==> src/hw/rtl/five_level_page_table_walker_macros.svh <==
// Assertion macros used by the page table walker top module.
`ifndef FIVE_LEVEL_PAGE_TABLE_WALKER_MACROS_SVH
`define FIVE_LEVEL_PAGE_TABLE_WALKER_MACROS_SVH

// Consequent must hold in the same cycle as the antecedent.
`define PTW_ASSERT_SAME(label, clk, rst_n, ante, cons, msg) \
    label: assert property (@(posedge clk) disable iff (!rst_n) (ante) |-> (cons)) \
        else $error(msg);

// Consequent must hold in the cycle after the antecedent.
`define PTW_ASSERT_NEXT(label, clk, rst_n, ante, cons, msg) \
    label: assert property (@(posedge clk) disable iff (!rst_n) (ante) |=> (cons)) \
        else $error(msg);

`endif

==> src/hw/rtl/ptw_pkg.sv <==
package ptw_pkg;

    localparam int LEVELS      = 5;
    localparam int INDEX_BITS  = 9;
    localparam int NODE_FRAMES = 64;

    localparam int FRAME_W     = $clog2(NODE_FRAMES);
    localparam int STORE_AW    = FRAME_W + INDEX_BITS;
    localparam int STORE_DEPTH = NODE_FRAMES << INDEX_BITS;
    localparam int LVL_W       = $clog2(LEVELS);
    localparam int FREE_W      = $clog2(NODE_FRAMES + 1);

    localparam int VPN_W   = 45;
    localparam int PPN_W   = 52;
    localparam int ENTRY_W = PPN_W + 1;
    localparam int ROOT_W  = 6;
    localparam int CFG_W   = 7;
    localparam int CFG_IDX_W = 1;

    localparam logic [CFG_IDX_W-1:0] CFG_ROOT_FRAME = 1'd0;
    localparam logic [CFG_IDX_W-1:0] CFG_FIRST_FREE = 1'd1;

    localparam logic [FREE_W-1:0] FIRST_FREE_RESET = FREE_W'(1);
    localparam logic [LVL_W-1:0]  LAST_LEVEL       = LVL_W'(LEVELS - 1);

    typedef enum logic [2:0] {
        ST_CLEAR,
        ST_IDLE,
        ST_READ,
        ST_EVAL,
        ST_ALLOC,
        ST_LEAF,
        ST_FINISH
    } t_ptw_state;

    typedef enum logic [2:0] {
        WR_NONE,
        WR_CLEAR,
        WR_UNMAP,
        WR_LEAF,
        WR_LINK
    } t_wr_sel;

    typedef struct packed {
        logic    ready;
        logic    clr_step;
        logic    rd;
        logic    step_down;
        logic    set_result;
        logic    alloc_step;
        logic    push_out;
        t_wr_sel wr_sel;
    } t_ptw_cmd;

    typedef struct packed {
        logic clr_done;
        logic item_in;
        logic entry_valid;
        logic last_level;
        logic is_update;
        logic is_erase;
        logic fits;
        logic alloc_last;
        logic out_busy;
    } t_ptw_status;

    // Index of one level, top level first.
    function automatic logic [INDEX_BITS-1:0] level_index(
        input logic [VPN_W-1:0] vpn,
        input logic [LVL_W-1:0] lvl
    );
        logic [INDEX_BITS-1:0] res;
        res = '0;
        for (int i = 0; i < LEVELS; i++) begin
            if (lvl == LVL_W'(i)) begin
                res = vpn[INDEX_BITS*(LEVELS-1-i) +: INDEX_BITS];
            end
        end
        return res;
    endfunction

endpackage

==> src/hw/rtl/ptw_ctrl.sv <==
module ptw_ctrl (
    input  logic                 i_clk,
    input  logic                 i_rst_n,
    input  ptw_pkg::t_ptw_status i_status,
    output ptw_pkg::t_ptw_cmd    o_cmd
);
    import ptw_pkg::*;

    t_ptw_state r_state;
    t_ptw_state n_state;

    logic map_req;
    logic unmap_req;

    assign map_req   = i_status.is_update && !i_status.is_erase;
    assign unmap_req = i_status.is_update && i_status.is_erase;

    always_ff @(posedge i_clk) begin
        if (!i_rst_n) begin
            r_state <= ST_CLEAR;
        end else begin
            r_state <= n_state;
        end
    end

    always_comb begin
        n_state = r_state;
        case (r_state)
            ST_CLEAR: begin
                if (i_status.clr_done) n_state = ST_IDLE;
            end
            ST_IDLE: begin
                if (i_status.item_in) n_state = ST_READ;
            end
            ST_READ: n_state = ST_EVAL;
            ST_EVAL: begin
                if (i_status.entry_valid && !i_status.last_level) begin
                    n_state = ST_READ;
                end else if (map_req && !i_status.entry_valid && i_status.fits &&
                             !i_status.last_level) begin
                    n_state = ST_ALLOC;
                end else begin
                    n_state = ST_FINISH;
                end
            end
            ST_ALLOC: begin
                if (i_status.alloc_last) n_state = ST_LEAF;
            end
            ST_LEAF: n_state = ST_FINISH;
            ST_FINISH: begin
                if (!i_status.out_busy) n_state = ST_IDLE;
            end
            default: n_state = ST_CLEAR;
        endcase
    end

    always_comb begin
        o_cmd = '{default: '0, wr_sel: WR_NONE};
        case (r_state)
            ST_CLEAR: begin
                o_cmd.clr_step = 1'b1;
                o_cmd.wr_sel   = WR_CLEAR;
            end
            ST_IDLE: o_cmd.ready = 1'b1;
            ST_READ: o_cmd.rd = 1'b1;
            ST_EVAL: begin
                if (i_status.entry_valid && !i_status.last_level) begin
                    o_cmd.step_down = 1'b1;
                end else begin
                    o_cmd.set_result = 1'b1;
                    if (i_status.entry_valid && unmap_req) begin
                        o_cmd.wr_sel = WR_UNMAP;
                    end else if (i_status.entry_valid && map_req) begin
                        o_cmd.wr_sel = WR_LEAF;
                    end else if (map_req && i_status.fits && i_status.last_level) begin
                        o_cmd.wr_sel = WR_LEAF;
                    end
                end
            end
            ST_ALLOC: begin
                o_cmd.alloc_step = 1'b1;
                o_cmd.wr_sel     = WR_LINK;
            end
            ST_LEAF: o_cmd.wr_sel = WR_LEAF;
            ST_FINISH: o_cmd.push_out = !i_status.out_busy;
            default: o_cmd.ready = 1'b0;
        endcase
    end

endmodule

==> config.mk <==
export PLATFORM = sky130hd
export DESIGN_NAME = ptw_ctrl
export DESIGN_NICKNAME = d
export VERILOG_FILES = /design/src/hw/rtl/five_level_page_table_walker_macros.svh /design/src/hw/rtl/ptw_pkg.sv /design/src/hw/rtl/ptw_ctrl.sv
export SDC_FILE = /design/constraint.sdc
export NUM_CORES = 1
export LEC_CHECK = 0
export BUFFER_PORTS_ARGS = -buffer_cell sky130_fd_sc_hd__buf_2
export CAP_MARGIN = 15
export CORE_MARGIN = 2
export CORE_UTILIZATION = 25
export CTS_CLUSTER_DIAMETER = 100
export DETAILED_ROUTE_END_ITERATION = 8
export GPL_TIMING_DRIVEN = 0
export PLACE_DENSITY = 0.62
export SYNTH_ARGS = -nofsm -noshare
export SYNTH_HDL_FRONTEND = slang
export SYNTH_SLANG_ARGS = --single-unit
==> constraint.sdc <==
create_clock -name i_clk -period 1.75 [get_ports i_clk]
set_input_delay 0.2625 -clock i_clk [delete_from_list [all_inputs] [get_ports i_clk]]
set_output_delay 0.2625 -clock i_clk [all_outputs]
set_load 0.05 [all_outputs]
==> metrics.md, run 1 <==
| Metric | Value |
|---|---|
| Status | `finished, final reports clean` |
| Total track usage | `11.9%` |
| Antenna violations before repair | `0` |
| HP Class | `in -> reg` |
| Share of layout cells above drive strength 1 | `roughly half` |
| Post-DR wirelength/cell | `~10 um` |
| Postcts setup bufs | `0` |
| Slew Viols, Final | `0` |
| DR vias | `a little under 400` |
| Slew @ Worst Pin | `about 250 ps` |
| Synth warnings | `0` |
| Vias in the first global route | `between 300 and 400` |
| Routed Antenna Nets | `0` |
| # clock sinks | `3` |
| Rel. slew slack | `83.2%` |
| Post-route core utilization | `approximately two fifths` |
| Biggest regs | `r_state (3)` |
| Reg clk slew, reported paths | `approximately 40 ps` |
| First-pass GRT wire length | `approximately 1.3 mm` |
| Dpl hpwl | `668 um` |
| Worst Path Buf+Inv | `1` |
| Startpoint types | `register` |
| Power per Cell Area | `between 1000 and 1500 nW/um^2` |
| Tcrit/Tclk final | `93.9%` |
| H-Tree Depth | `1` |
| Fillcell total | `150` |
| Crit path cell chain | `nand3b_1 > o32ai_2 > buf_6` |
| Post-Synthesis Cells | `44` |
| Crit-path max cell delay | `approximately 370 ps` |
| Die height | `slightly above 40 um` |
| Worst path slowest cell | `dfxtp_2` |
| Largest net degree at the start of global routing | `11` |
| Largest register FFs | `3` |
| Req. time, crit path | `between 1000 and 1500 ps` |
| Site Rows | `13` |
| # hold bufs at CTS | `0` |
| Sequential fraction of the synthesis area | `between 10% and 20%` |
| WS Path Type | `reg -> out` |
| Clock skew | `approximately 4.2 ps` |
| Multi-input gate area | `approximately 280 um^2` |
| Count of different cell masters after synthesis | `27` |
| Post-route cell area | `between 500 and 600 um^2` |
| # diodes | `0` |
| Yosys top cell area share | `about 17%` |
| First-pass DRT Iterations | `2` |
| PortBufs | `20` |
| Synthesized area | `347 um^2` |
| Residual DRC count | `0` |
| CTS tree | `done` |
| Bufs on Longest Clock Path | `2` |
| Ranking of synthesized cells by area | `dfxtp_1, nand2b_1, nor3b_1` |
| # nets final | `just under 80` |
| Via density | `approximately 4.8` |
| Final Hold Viols | `0` |
| Area grow syn2layout | `48.7%` |
| Synth Register Bits | `3` |
| Max-cap violations | `0` |
| Die width | `just over 40 um` |
| Setup Viol. Count Final | `0` |
| Initial Util | `a little over a quarter` |
| Crit path max fanout | `12` |
| FF-to-FF setup slack | `640 ps` |
| Syn avg cell area | `around 7.9 um^2` |
| Latest clock arrival within the worst-skew pair | `roughly 240 ps` |
| Post-Synthesis Net Count | `55` |
| VDD IR max | `between 0.5 and 0.6 mV` |
| Crit path max-delay family | `flip-flops` |
| Lkg Pwr | `0.241 nW` |
| Register area | `61.3 um^2` |
| WP data arrival | `1380 ps` |
| Biggest register | `r_state` |
| Root buffer cell | `clkbuf_4` |
| Routed wire length | `840 um` |
| DIE AREA | `1700 um^2` |
| Clock period minus worst slack | `about 1600 ps` |
| RSZ-0062 raised after global routing | `no` |
| Routability cong. | `just over 0.7` |
| Num CTS Buffers | `3` |
| GRT overflow | `0` |
| Starting DRT DRC Count | `1` |
| DP Area | `493 um^2` |
| CP endpoint kind | `output pin` |
| IO Count | `21` |
| Core box area | `about 1300 um^2` |
| Achievable Freq | `around 610 MHz` |
| Largest area contributor in the netlist | `dfxtp_1` |
==> worst register-to-register path: cells and delay by family, from the launching register on <==
kind	cells	cell delay, ps
AOI/OAI and AO/OA	1	180
DFF	1	420
buffers and inverters	1	210
and+or+nand+nor	2	200
==> repair_timing <==
action | 4_1_cts | 5_1_grt
endpoints found under the setup margin | 1 | 2
pin swaps | 0 | 1
gates resized for setup | 1 | 2
==> worst paths after layout <==
check,startpoint,end,depth (start not counted)
max,r_state[2]$_SDFFE_PN0P_,o_cmd[0],3
min,i_rst_n,r_state[2]$_SDFFE_PN0P_,2
min reg2reg,r_state[2]$_SDFFE_PN0P_,r_state[1]$_SDFFE_PN0P_,2
max reg2reg,r_state[0]$_SDFFE_PN0P_,r_state[1]$_SDFFE_PN0P_,4
==> Yosys cell counts <==
cell type  count
o211ai_1       1
a31o_1         1
o21a_1         1
a32oi_2        1
o21ai_0        1
nand2b_1       5
o32ai_1        1
and4b_1        1
nor3_1         1
and2_1         1
nor3b_1        4
inv_1          1
nand4_1        1
a21oi_1        1
nand2_1        2
nor2b_1        2
dfxtp_1        3
mux2i_1        2
buf_4          2
nand3b_1       2
a21oi_2        1
buf_2          1
a21boi_1       2
nor2_1         3
xor2_1         1
o21ai_1        1
buf_6          1
==> cells in the final DEF, fill, tap and decap left out, drive strengths merged <==
master | synthesis | final
a21oi | 2 | 2
a32oi | 1 | 1
nand2 | 2 | 2
o211ai | 1 | 1
xor2 | 1 | 1
a21boi | 2 | 2
o21ai | 2 | 2
a31o | 1 | 1
nor3b | 4 | 4
and2 | 1 | 1
nand3b | 2 | 2
nand4 | 1 | 1
and4b | 1 | 1
inv | 1 | 1
clkbuf | 0 | 4
o21a | 1 | 1
nor3 | 1 | 1
dfxtp | 3 | 3
o32ai | 1 | 1
mux2i | 2 | 2
nor2b | 2 | 2
nand2b | 5 | 5
buf | 4 | 23
nor2 | 3 | 3
==> cell type report <==
| cell class | count | share of cell area (%) |
|---|---|---|
| plain buffers | 3 | 3.88 |
| clock buffers | 4 | 5.10 |
| inverters | 1 | 0.728 |
| multi-input cells | 36 | 54.1 |
| flip-flops and latches | 3 | 11.9 |
| well taps | 15 | 3.64 |
| repair buffers | 20 | 20.6 |
==> through the flow <==
stage / cells / hold WS (ps) / power (mW) / setup WS, ps / TNS [ps]
after floorplan: 44 / 380 / 0.340 / -48.1 / -48.1
after global placement: 79 / 531 / 0.404 / 224 / 0
after detailed placement: 79 / 543 / 0.406 / 227 / 0
after CTS: 83 / 296 / 0.539 / 25.5 / 0
after global routing: 82 / 294 / 0.576 / 8.16 / 0
final: 82 / 290 / 0.535 / 107 / 0
==> logic make-up after synthesis <==
family          synth area share (%)
flops                           17.3
compound gates                  25.3
simple gates                    39.0
mux                             5.78
xor+xnor                        2.53
buf+inv                         10.1
==> power breakdown <==
part	internal (mW)	switching [mW]	total [mW]	leakage, nW
combinational	0.112	0.200	0.312	0.201
clock	0.0855	0.0374	0.123	0.0150
sequential	0.0806	0.0193	0.0999	0.0251
==> routing by layer <==
| metal | wire, um | up-vias | track usage [%] |
|---|---|---|---|
| met4 | 9 | 0 | 4.84 |
| met3 | 89 | 3 | 6.52 |
| met1 | 389 | 174 | 13.4 |
| met5 | 0 | - | 0 |
| li1 | - | 205 | - |
| met2 | 352 | 15 | 18.4 |
Note: power is estimated with default switching activity, not from simulation.
==> run 2: changes to the inputs <==
--- a/config.mk
+++ b/config.mk
@@ -13,6 +13,7 @@
 export DETAILED_ROUTE_END_ITERATION = 8
 export GPL_TIMING_DRIVEN = 0
 export PLACE_DENSITY = 0.62
+export REMOVE_ABC_BUFFERS = 1
 export SYNTH_ARGS = -nofsm -noshare
 export SYNTH_HDL_FRONTEND = slang
 export SYNTH_SLANG_ARGS = --single-unit
==> run 2 against run 1 <==
Via count decreased by 4.5%. Global-route usage down 0.32 points. Flip-flop and latch count did not move. Non-clock buffer count fell by 3. First-iteration DRC count grew to 6.0 times the previous value. Die area stayed put. Utilization fell by 3.6 points. Clock-buffer cell count unchanged. Design area down 9.0%. Sequential power rose by 26%. Combinational power fell by 18%. Largest power group unchanged.
==> metrics.md, run 2 (synthesized netlist as in run 1, its figures left out) <==
| Metric | Value |
|---|---|
| Setup Viol. Count Final | `0` |
| Routed wire length | `between 800 and 900 um` |
| Total track usage | `11.6%` |
| HP Class | `in -> reg` |
| DR vias | `379` |
| Post-DR wirelength/cell | `10.4 um` |
| Busiest metal layer after global routing | `met2` |
| # nets final | `between 70 and 80` |
| Residual DRC count | `0` |
| Most frequent cells in the layout | `buf_2, nand2b_1, nor3b_1` |
| Largest net degree at the start of global routing | `16` |
| WS Path Type | `reg -> out` |
| Final worst slack | `around 85 ps` |
| Die height | `~41 um` |
| # diodes | `0` |
| H-Tree Depth | `1` |
| Worst r2r path cells | `3` |
| Starting DRT DRC Count | `6` |
| First-pass GRT wire length | `1.19 mm` |
| Antenna violations before repair | `0` |
| Site Rows | `13` |
| DIE AREA | `1700 um^2` |
| RSZ-0062 raised after global routing | `no` |
| Req. time, crit path | `roughly 1500 ps` |
| TNS Setup | `0 ps` |
| RR Endpoint | `r_state[0]$_SDFFE_PN0P_` |
| Reg clk slew, reported paths | `40 ps` |
| Register area | `between 60 and 70 um^2` |
| DP Area | `~430 um^2` |
| GRT overflow | `0` |
| Tcrit/Tclk final | `a little over nine tenths` |
| Clock period minus worst slack | `between 1500 and 2000 ps` |
| Hold endpoint | `r_state[2]$_SDFFE_PN0P_` |
| Crit path max fanout | `15` |
| VDD IR max | `0.568 mV` |
| Met3 Usage GRT | `9.78%` |
| IO Count | `21` |
| Commonest non-fill, non-tap cell in the layout | `buf_2` |
| Status | `finished, final reports clean` |
| Worst hold stages | `2` |
| Die width | `between 40 and 50 um` |
| Slew @ Worst Pin | `249 ps` |
| Reg2reg start | `r_state[1]$_SDFFE_PN0P_` |
| Hold path start | `i_rst_n` |
| Postcts setup bufs | `0` |
| Clock skew | `approximately 1.4 ps` |
| Met2 Use GR | `around 16%` |
| Dpl hpwl | `roughly 570 um` |
| Share of layout cells above drive strength 1 | `between 40% and 50%` |
| Multi-input gate area | `251 um^2` |
| Slew Viols, Final | `0` |
| Biggest register | `r_state` |
| Vias in the first global route | `approximately 280` |
| CTS tree | `done` |
| Pre-CTS WS | `94.8 ps` |
| Routed Antenna Nets | `0` |
| FF-to-FF setup slack | `660 ps` |
| Largest register FFs | `3` |
| Post-route cell area | `roughly 470 um^2` |
| Power per Cell Area | `roughly 1100 nW/um^2` |
| Area grow syn2layout | `35.4%` |
| Latest clock arrival within the worst-skew pair | `~240 ps` |
| Rel. slew slack | `between 80 and 90%` |
| Root buffer cell | `clkbuf_4` |
| # clock sinks | `3` |
| Final Hold Viols | `0` |
| Max-cap violations | `0` |
| Routability cong. | `roughly 0.72` |
| Num CTS Buffers | `3` |
| GR Util met1 | `between 10% and 20%` |
| Initial Util | `about a quarter` |
| WP data arrival | `between 1000 and 1500 ps` |
| Biggest regs | `r_state (3)` |
| Core box area | `~1300 um^2` |
| Worst hold margin | `approximately 280 ps` |
| # hold bufs at CTS | `0` |
| First-pass DRT Iterations | `2` |
| Startpoint types | `register` |
| Lkg Pwr | `0.215 nW` |
| Fillcell total | `between 150 and 200` |
| PortBufs | `20` |
| Via density | `4.80` |
| CP endpoint kind | `output pin` |
| Bufs on Longest Clock Path | `2` |
| Achievable Freq | `approximately 600 MHz` |
| Total power draw | `about 0.51 mW` |
[run 2: changes by cell type in the layout (fill, tap and decap cells not counted), sizes merged]
cell | previous run | this run
buf | 23 | 20
[run 2: report_power, final]
part           internal (mW)  switching (mW)  total [mW]
Clock                 0.0858          0.0409       0.127
Sequential            0.0852          0.0403       0.126
Combinational         0.0875           0.168       0.256
Total                  0.259           0.249       0.508
[run 2: metal layers]
metal  vias up  wire, um  share of wire [%]
met1       170       379                 46
li1        198         -                  -
met5         -         0                  0
met4         0         0                  0
met2        11       378                 46
met3         0        64                7.8
[run 2: critical path, stage by stage, from the launching register on]
cell      delay, ps
dfxtp_2         450
nand3b_1        160
o32ai_1         300
buf_4           250
[run 2: final cells by class]
| class | count | area share [%] |
|---|---|---|
| multi-input combinational | 36 | 53.6 |
| timing repair buffer | 20 | 21.9 |
| sequential | 3 | 14.1 |
| clock buffer | 4 | 5.60 |
| tap | 15 | 4.00 |
| inverter | 1 | 0.800 |
[run 2: stage by stage]
| step | utilization, % | instances |
|---|---|---|
| final | 36.1 | 79 |
| after global routing | 36.1 | 79 |
| after CTS | 35.8 | 79 |
| after detailed placement | 33.4 | 75 |
| after global placement | 33.4 | 75 |
| after floorplan | - | 40 |
[run 2: worst max-delay path by stage]
stage,slack (ps),depth (start not counted),endpoint,startpoint
after global routing,9,3,o_cmd[0],r_state[1]$_SDFFE_PN0P_
after floorplan,-1220,1,o_cmd[2],r_state[2]$_SDFFE_PN0P_
final,90,3,o_cmd[0],r_state[1]$_SDFFE_PN0P_
after detailed placement,90,3,o_cmd[0],r_state[0]$_SDFFE_PN0P_
after CTS,30,3,o_cmd[0],r_state[2]$_SDFFE_PN0P_
after global placement,100,3,o_cmd[0],r_state[0]$_SDFFE_PN0P_
[run 2: repair_timing]
item | CTS | global route
gates cloned | 0 | 0
gates resized for setup | 3 | 2
pin swaps | 0 | 0
endpoints found under the setup margin | 4 | 1
hold endpoints to repair | 0 | 0
==> run 3: changes to the inputs <==
--- a/config.mk
+++ b/config.mk
@@ -5,14 +5,15 @@
 export SDC_FILE = /design/constraint.sdc
 export NUM_CORES = 1
 export LEC_CHECK = 0
+export ABC_AREA = 1
 export BUFFER_PORTS_ARGS = -buffer_cell sky130_fd_sc_hd__buf_2
 export CAP_MARGIN = 15
-export CORE_MARGIN = 2
-export CORE_UTILIZATION = 25
+export CORE_AREA = 2 2 39 41
 export CTS_CLUSTER_DIAMETER = 100
 export DETAILED_ROUTE_END_ITERATION = 8
+export DIE_AREA = 0 0 41 43
 export GPL_TIMING_DRIVEN = 0
-export PLACE_DENSITY = 0.62
+export PLACE_DENSITY = 0.61
 export REMOVE_ABC_BUFFERS = 1
 export SYNTH_ARGS = -nofsm -noshare
 export SYNTH_HDL_FRONTEND = slang
==> run 3 against run 2 <==
Utilization shrank 4.1 points. First-iteration DRC count shrank 17%. Hold slack improved by 6.1 ps. Critical path type unchanged. Largest cell class unchanged. Register-to-register slack hardly changed. Synthesized cell count up 27%.
==> metrics.md, run 3 <==
| Metric | Value |
|---|---|
| Status | `finished, final reports clean` |
| Critical Path Sink | `o_cmd[1]` |
| Routed Antenna Nets | `0` |
| Yosys top cell area share | `between 15 and 20%` |
| Site Rows | `14` |
| Final Hold Viols | `0` |
| IO Count | `21` |
| Synthesized area | `~310 um^2` |
| Starting DRT DRC Count | `5` |
| Rel. slew slack | `83.6%` |
| Multi-input gate area | `between 150 and 200 um^2` |
| Worst hold margin | `slightly below 300 ps` |
| Reg clk slew, reported paths | `40 ps` |
| Initial Util | `between 20% and 30%` |
| Die width | `approximately 41 um` |
| Largest net degree at the start of global routing | `9` |
| HP Class | `in -> reg` |
| Num CTS Buffers | `3` |
| Worst Setup SP | `r_state[2]$_SDFFE_PN0P_` |
| Crit path max fanout | `7` |
| Routed wire length | `approximately 800 um` |
| Slew Viols, Final | `0` |
| Routability cong. | `between 0.7 and 0.8` |
| Fillcell total | `166` |
| Placed Cells incl. Taps | `90` |
| Core box area | `about 1400 um^2` |
| Post-synth ARST share | `0%` |
| Most frequent cells in the layout | `buf_2, inv_1, nand2_1` |
| VDD IR max | `about 0.3 mV` |
| Final std cells w/o fill | `94` |
| First-pass DRT Iterations | `4` |
| FF-to-FF setup slack | `about 670 ps` |
| Achievable Freq | `a little over 600 MHz` |
| # hold bufs at CTS | `0` |
| TNS Setup | `0 ps` |
| Share of layout cells above drive strength 1 | `35.9%` |
| Number of flops mapped to enable cells by yosys | `0` |
| Post-Synthesis Cells | `56` |
| Synth warnings | `0` |
| Die height | `approximately 43 um` |
| Startpoint types | `register` |
| Post-DR wirelength/cell | `between 8 and 9 um` |
| # diodes | `0` |
| Clock period minus worst slack | `about 1600 ps` |
| Biggest regs | `r_state (3)` |
| Antenna violations before repair | `0` |
| Clock skew | `~3.1 ps` |
| WP data arrival | `1370 ps` |
| CTS tree | `done` |
| Reg2reg start | `r_state[0]$_SDFFE_PN0P_` |
| Residual DRC count | `0` |
| Largest area contributor in the netlist | `dfxtp_1` |
| Sequential fraction of the synthesis area | `19.7%` |
| Total power draw | `between 0.4 and 0.5 mW` |
| # clock sinks | `3` |
| First-pass GRT wire length | `between 1 and 1.5 mm` |
| Postcts setup bufs | `0` |
| RR Endpoint | `r_state[1]$_SDFFE_PN0P_` |
| Bufs on Longest Clock Path | `2` |
| Register area | `63.8 um^2` |
| Max-cap violations | `0` |
| Root buffer cell | `clkbuf_4` |
| H-Tree Depth | `1` |
| Top cells by count, synth | `inv_1, nand2_1, nand3_1, nor2_1` |
| Lkg Pwr | `between 0.2 and 0.3 nW` |
| Req. time, crit path | `between 1000 and 1500 ps` |
| Slew @ Worst Pin | `248 ps` |
| Total track usage | `9.93%` |
| PortBufs | `20` |
| WS Path Type | `reg -> out` |
| DIE AREA | `between 1500 and 2000 um^2` |
| CP endpoint kind | `output pin` |
| Latest clock arrival within the worst-skew pair | `~230 ps` |
| Commonest non-fill, non-tap cell in the layout | `buf_2` |
| DR vias | `just over 400` |
| Area grow syn2layout | `44.7%` |
| Worst r2r path cells | `6` |
| Vias in the first global route | `roughly 380` |
| Biggest register | `r_state` |
| Syn avg cell area | `between 5 and 6 um^2` |
| Power per Cell Area | `about 960 nW/um^2` |
| Count of different cell masters after synthesis | `16` |
| Ys flop type | `dfxtp_1` |
| Setup Viol. Count Final | `0` |
| Dpl hpwl | `about 660 um` |
| Largest register FFs | `3` |
| Tcrit/Tclk final | `~93%` |
| GRT overflow | `0` |
| Count leader, synth | `inv_1` |
| Synth Register Bits | `3` |
| Ranking of synthesized cells by area | `dfxtp_1, inv_1, nand2_1` |
| Via density | `roughly 4.4` |
| # nets final | `90` |
| RSZ-0062 raised after global routing | `no` |
[run 3: timing repair]
action | CTS | global route
pin swaps | 0 | 0
resized for setup | 1 | 5
setup endpoints to repair | 2 | 2
[run 3: final cells by class]
| type | count | area share [%] |
|---|---|---|
| clock buffers | 4 | 5.95 |
| inverters | 13 | 11.0 |
| multi-input cells | 38 | 40.2 |
| flip-flops and latches | 3 | 14.4 |
| well taps | 16 | 4.53 |
| repair buffers | 20 | 23.8 |
[run 3: metal layers]
layer | up-vias | share of wire, % | track usage (%)
met2 | 14 | 51 | 18.1
li1 | 222 | - | -
met1 | 175 | 41 | 9.29
met5 | - | 0 | 0
met3 | 0 | 7.7 | 1.57
met4 | 0 | 0 | 6.00
[run 3: report_power, final]
group	internal (mW)	switching [mW]	total [mW]
logic	0.0566	0.149	0.206
registers	0.0792	0.0157	0.0949
clock network	0.0855	0.0361	0.122
total	0.221	0.201	0.422
[run 3: worst min path at each step]
stage | from | end | depth (start not counted)
2_1_floorplan | i_rst_n | r_state[0]$_SDFFE_PN0P_ | 2
3_3_place_gp | i_rst_n | r_state[1]$_SDFFE_PN0P_ | 3
3_5_place_dp | i_rst_n | r_state[0]$_SDFFE_PN0P_ | 3
4_1_cts | i_rst_n | r_state[0]$_SDFFE_PN0P_ | 3
5_1_grt | i_rst_n | r_state[0]$_SDFFE_PN0P_ | 3
6_report | i_rst_n | r_state[0]$_SDFFE_PN0P_ | 3
[run 3: stage by stage]
step	area [um^2]	utilization, %	worst slack (ps)
4_1_cts	434	31.4	22.3
3_5_place_dp	407	29.4	239
2_1_floorplan	287	-	-482
5_1_grt	442	31.9	4.95
3_3_place_gp	407	29.4	259
6_report	442	31.9	118
[run 3: kinds of logic after synthesis]
family          Yosys count  share of synthesized area, %
simple gates             33                          48.8
buf+inv                  15                          22.1
compound gates            5                          9.42
flops                     3                          19.7
[run 3: critical path, cell delays in order, from the launching register on]
cell and delay [ps]:
dfxtp_2 340, inv_1 110, nand3_1 130, inv_1 100
o2111ai_1 130, nand3_1 100, clkbuf_4 220
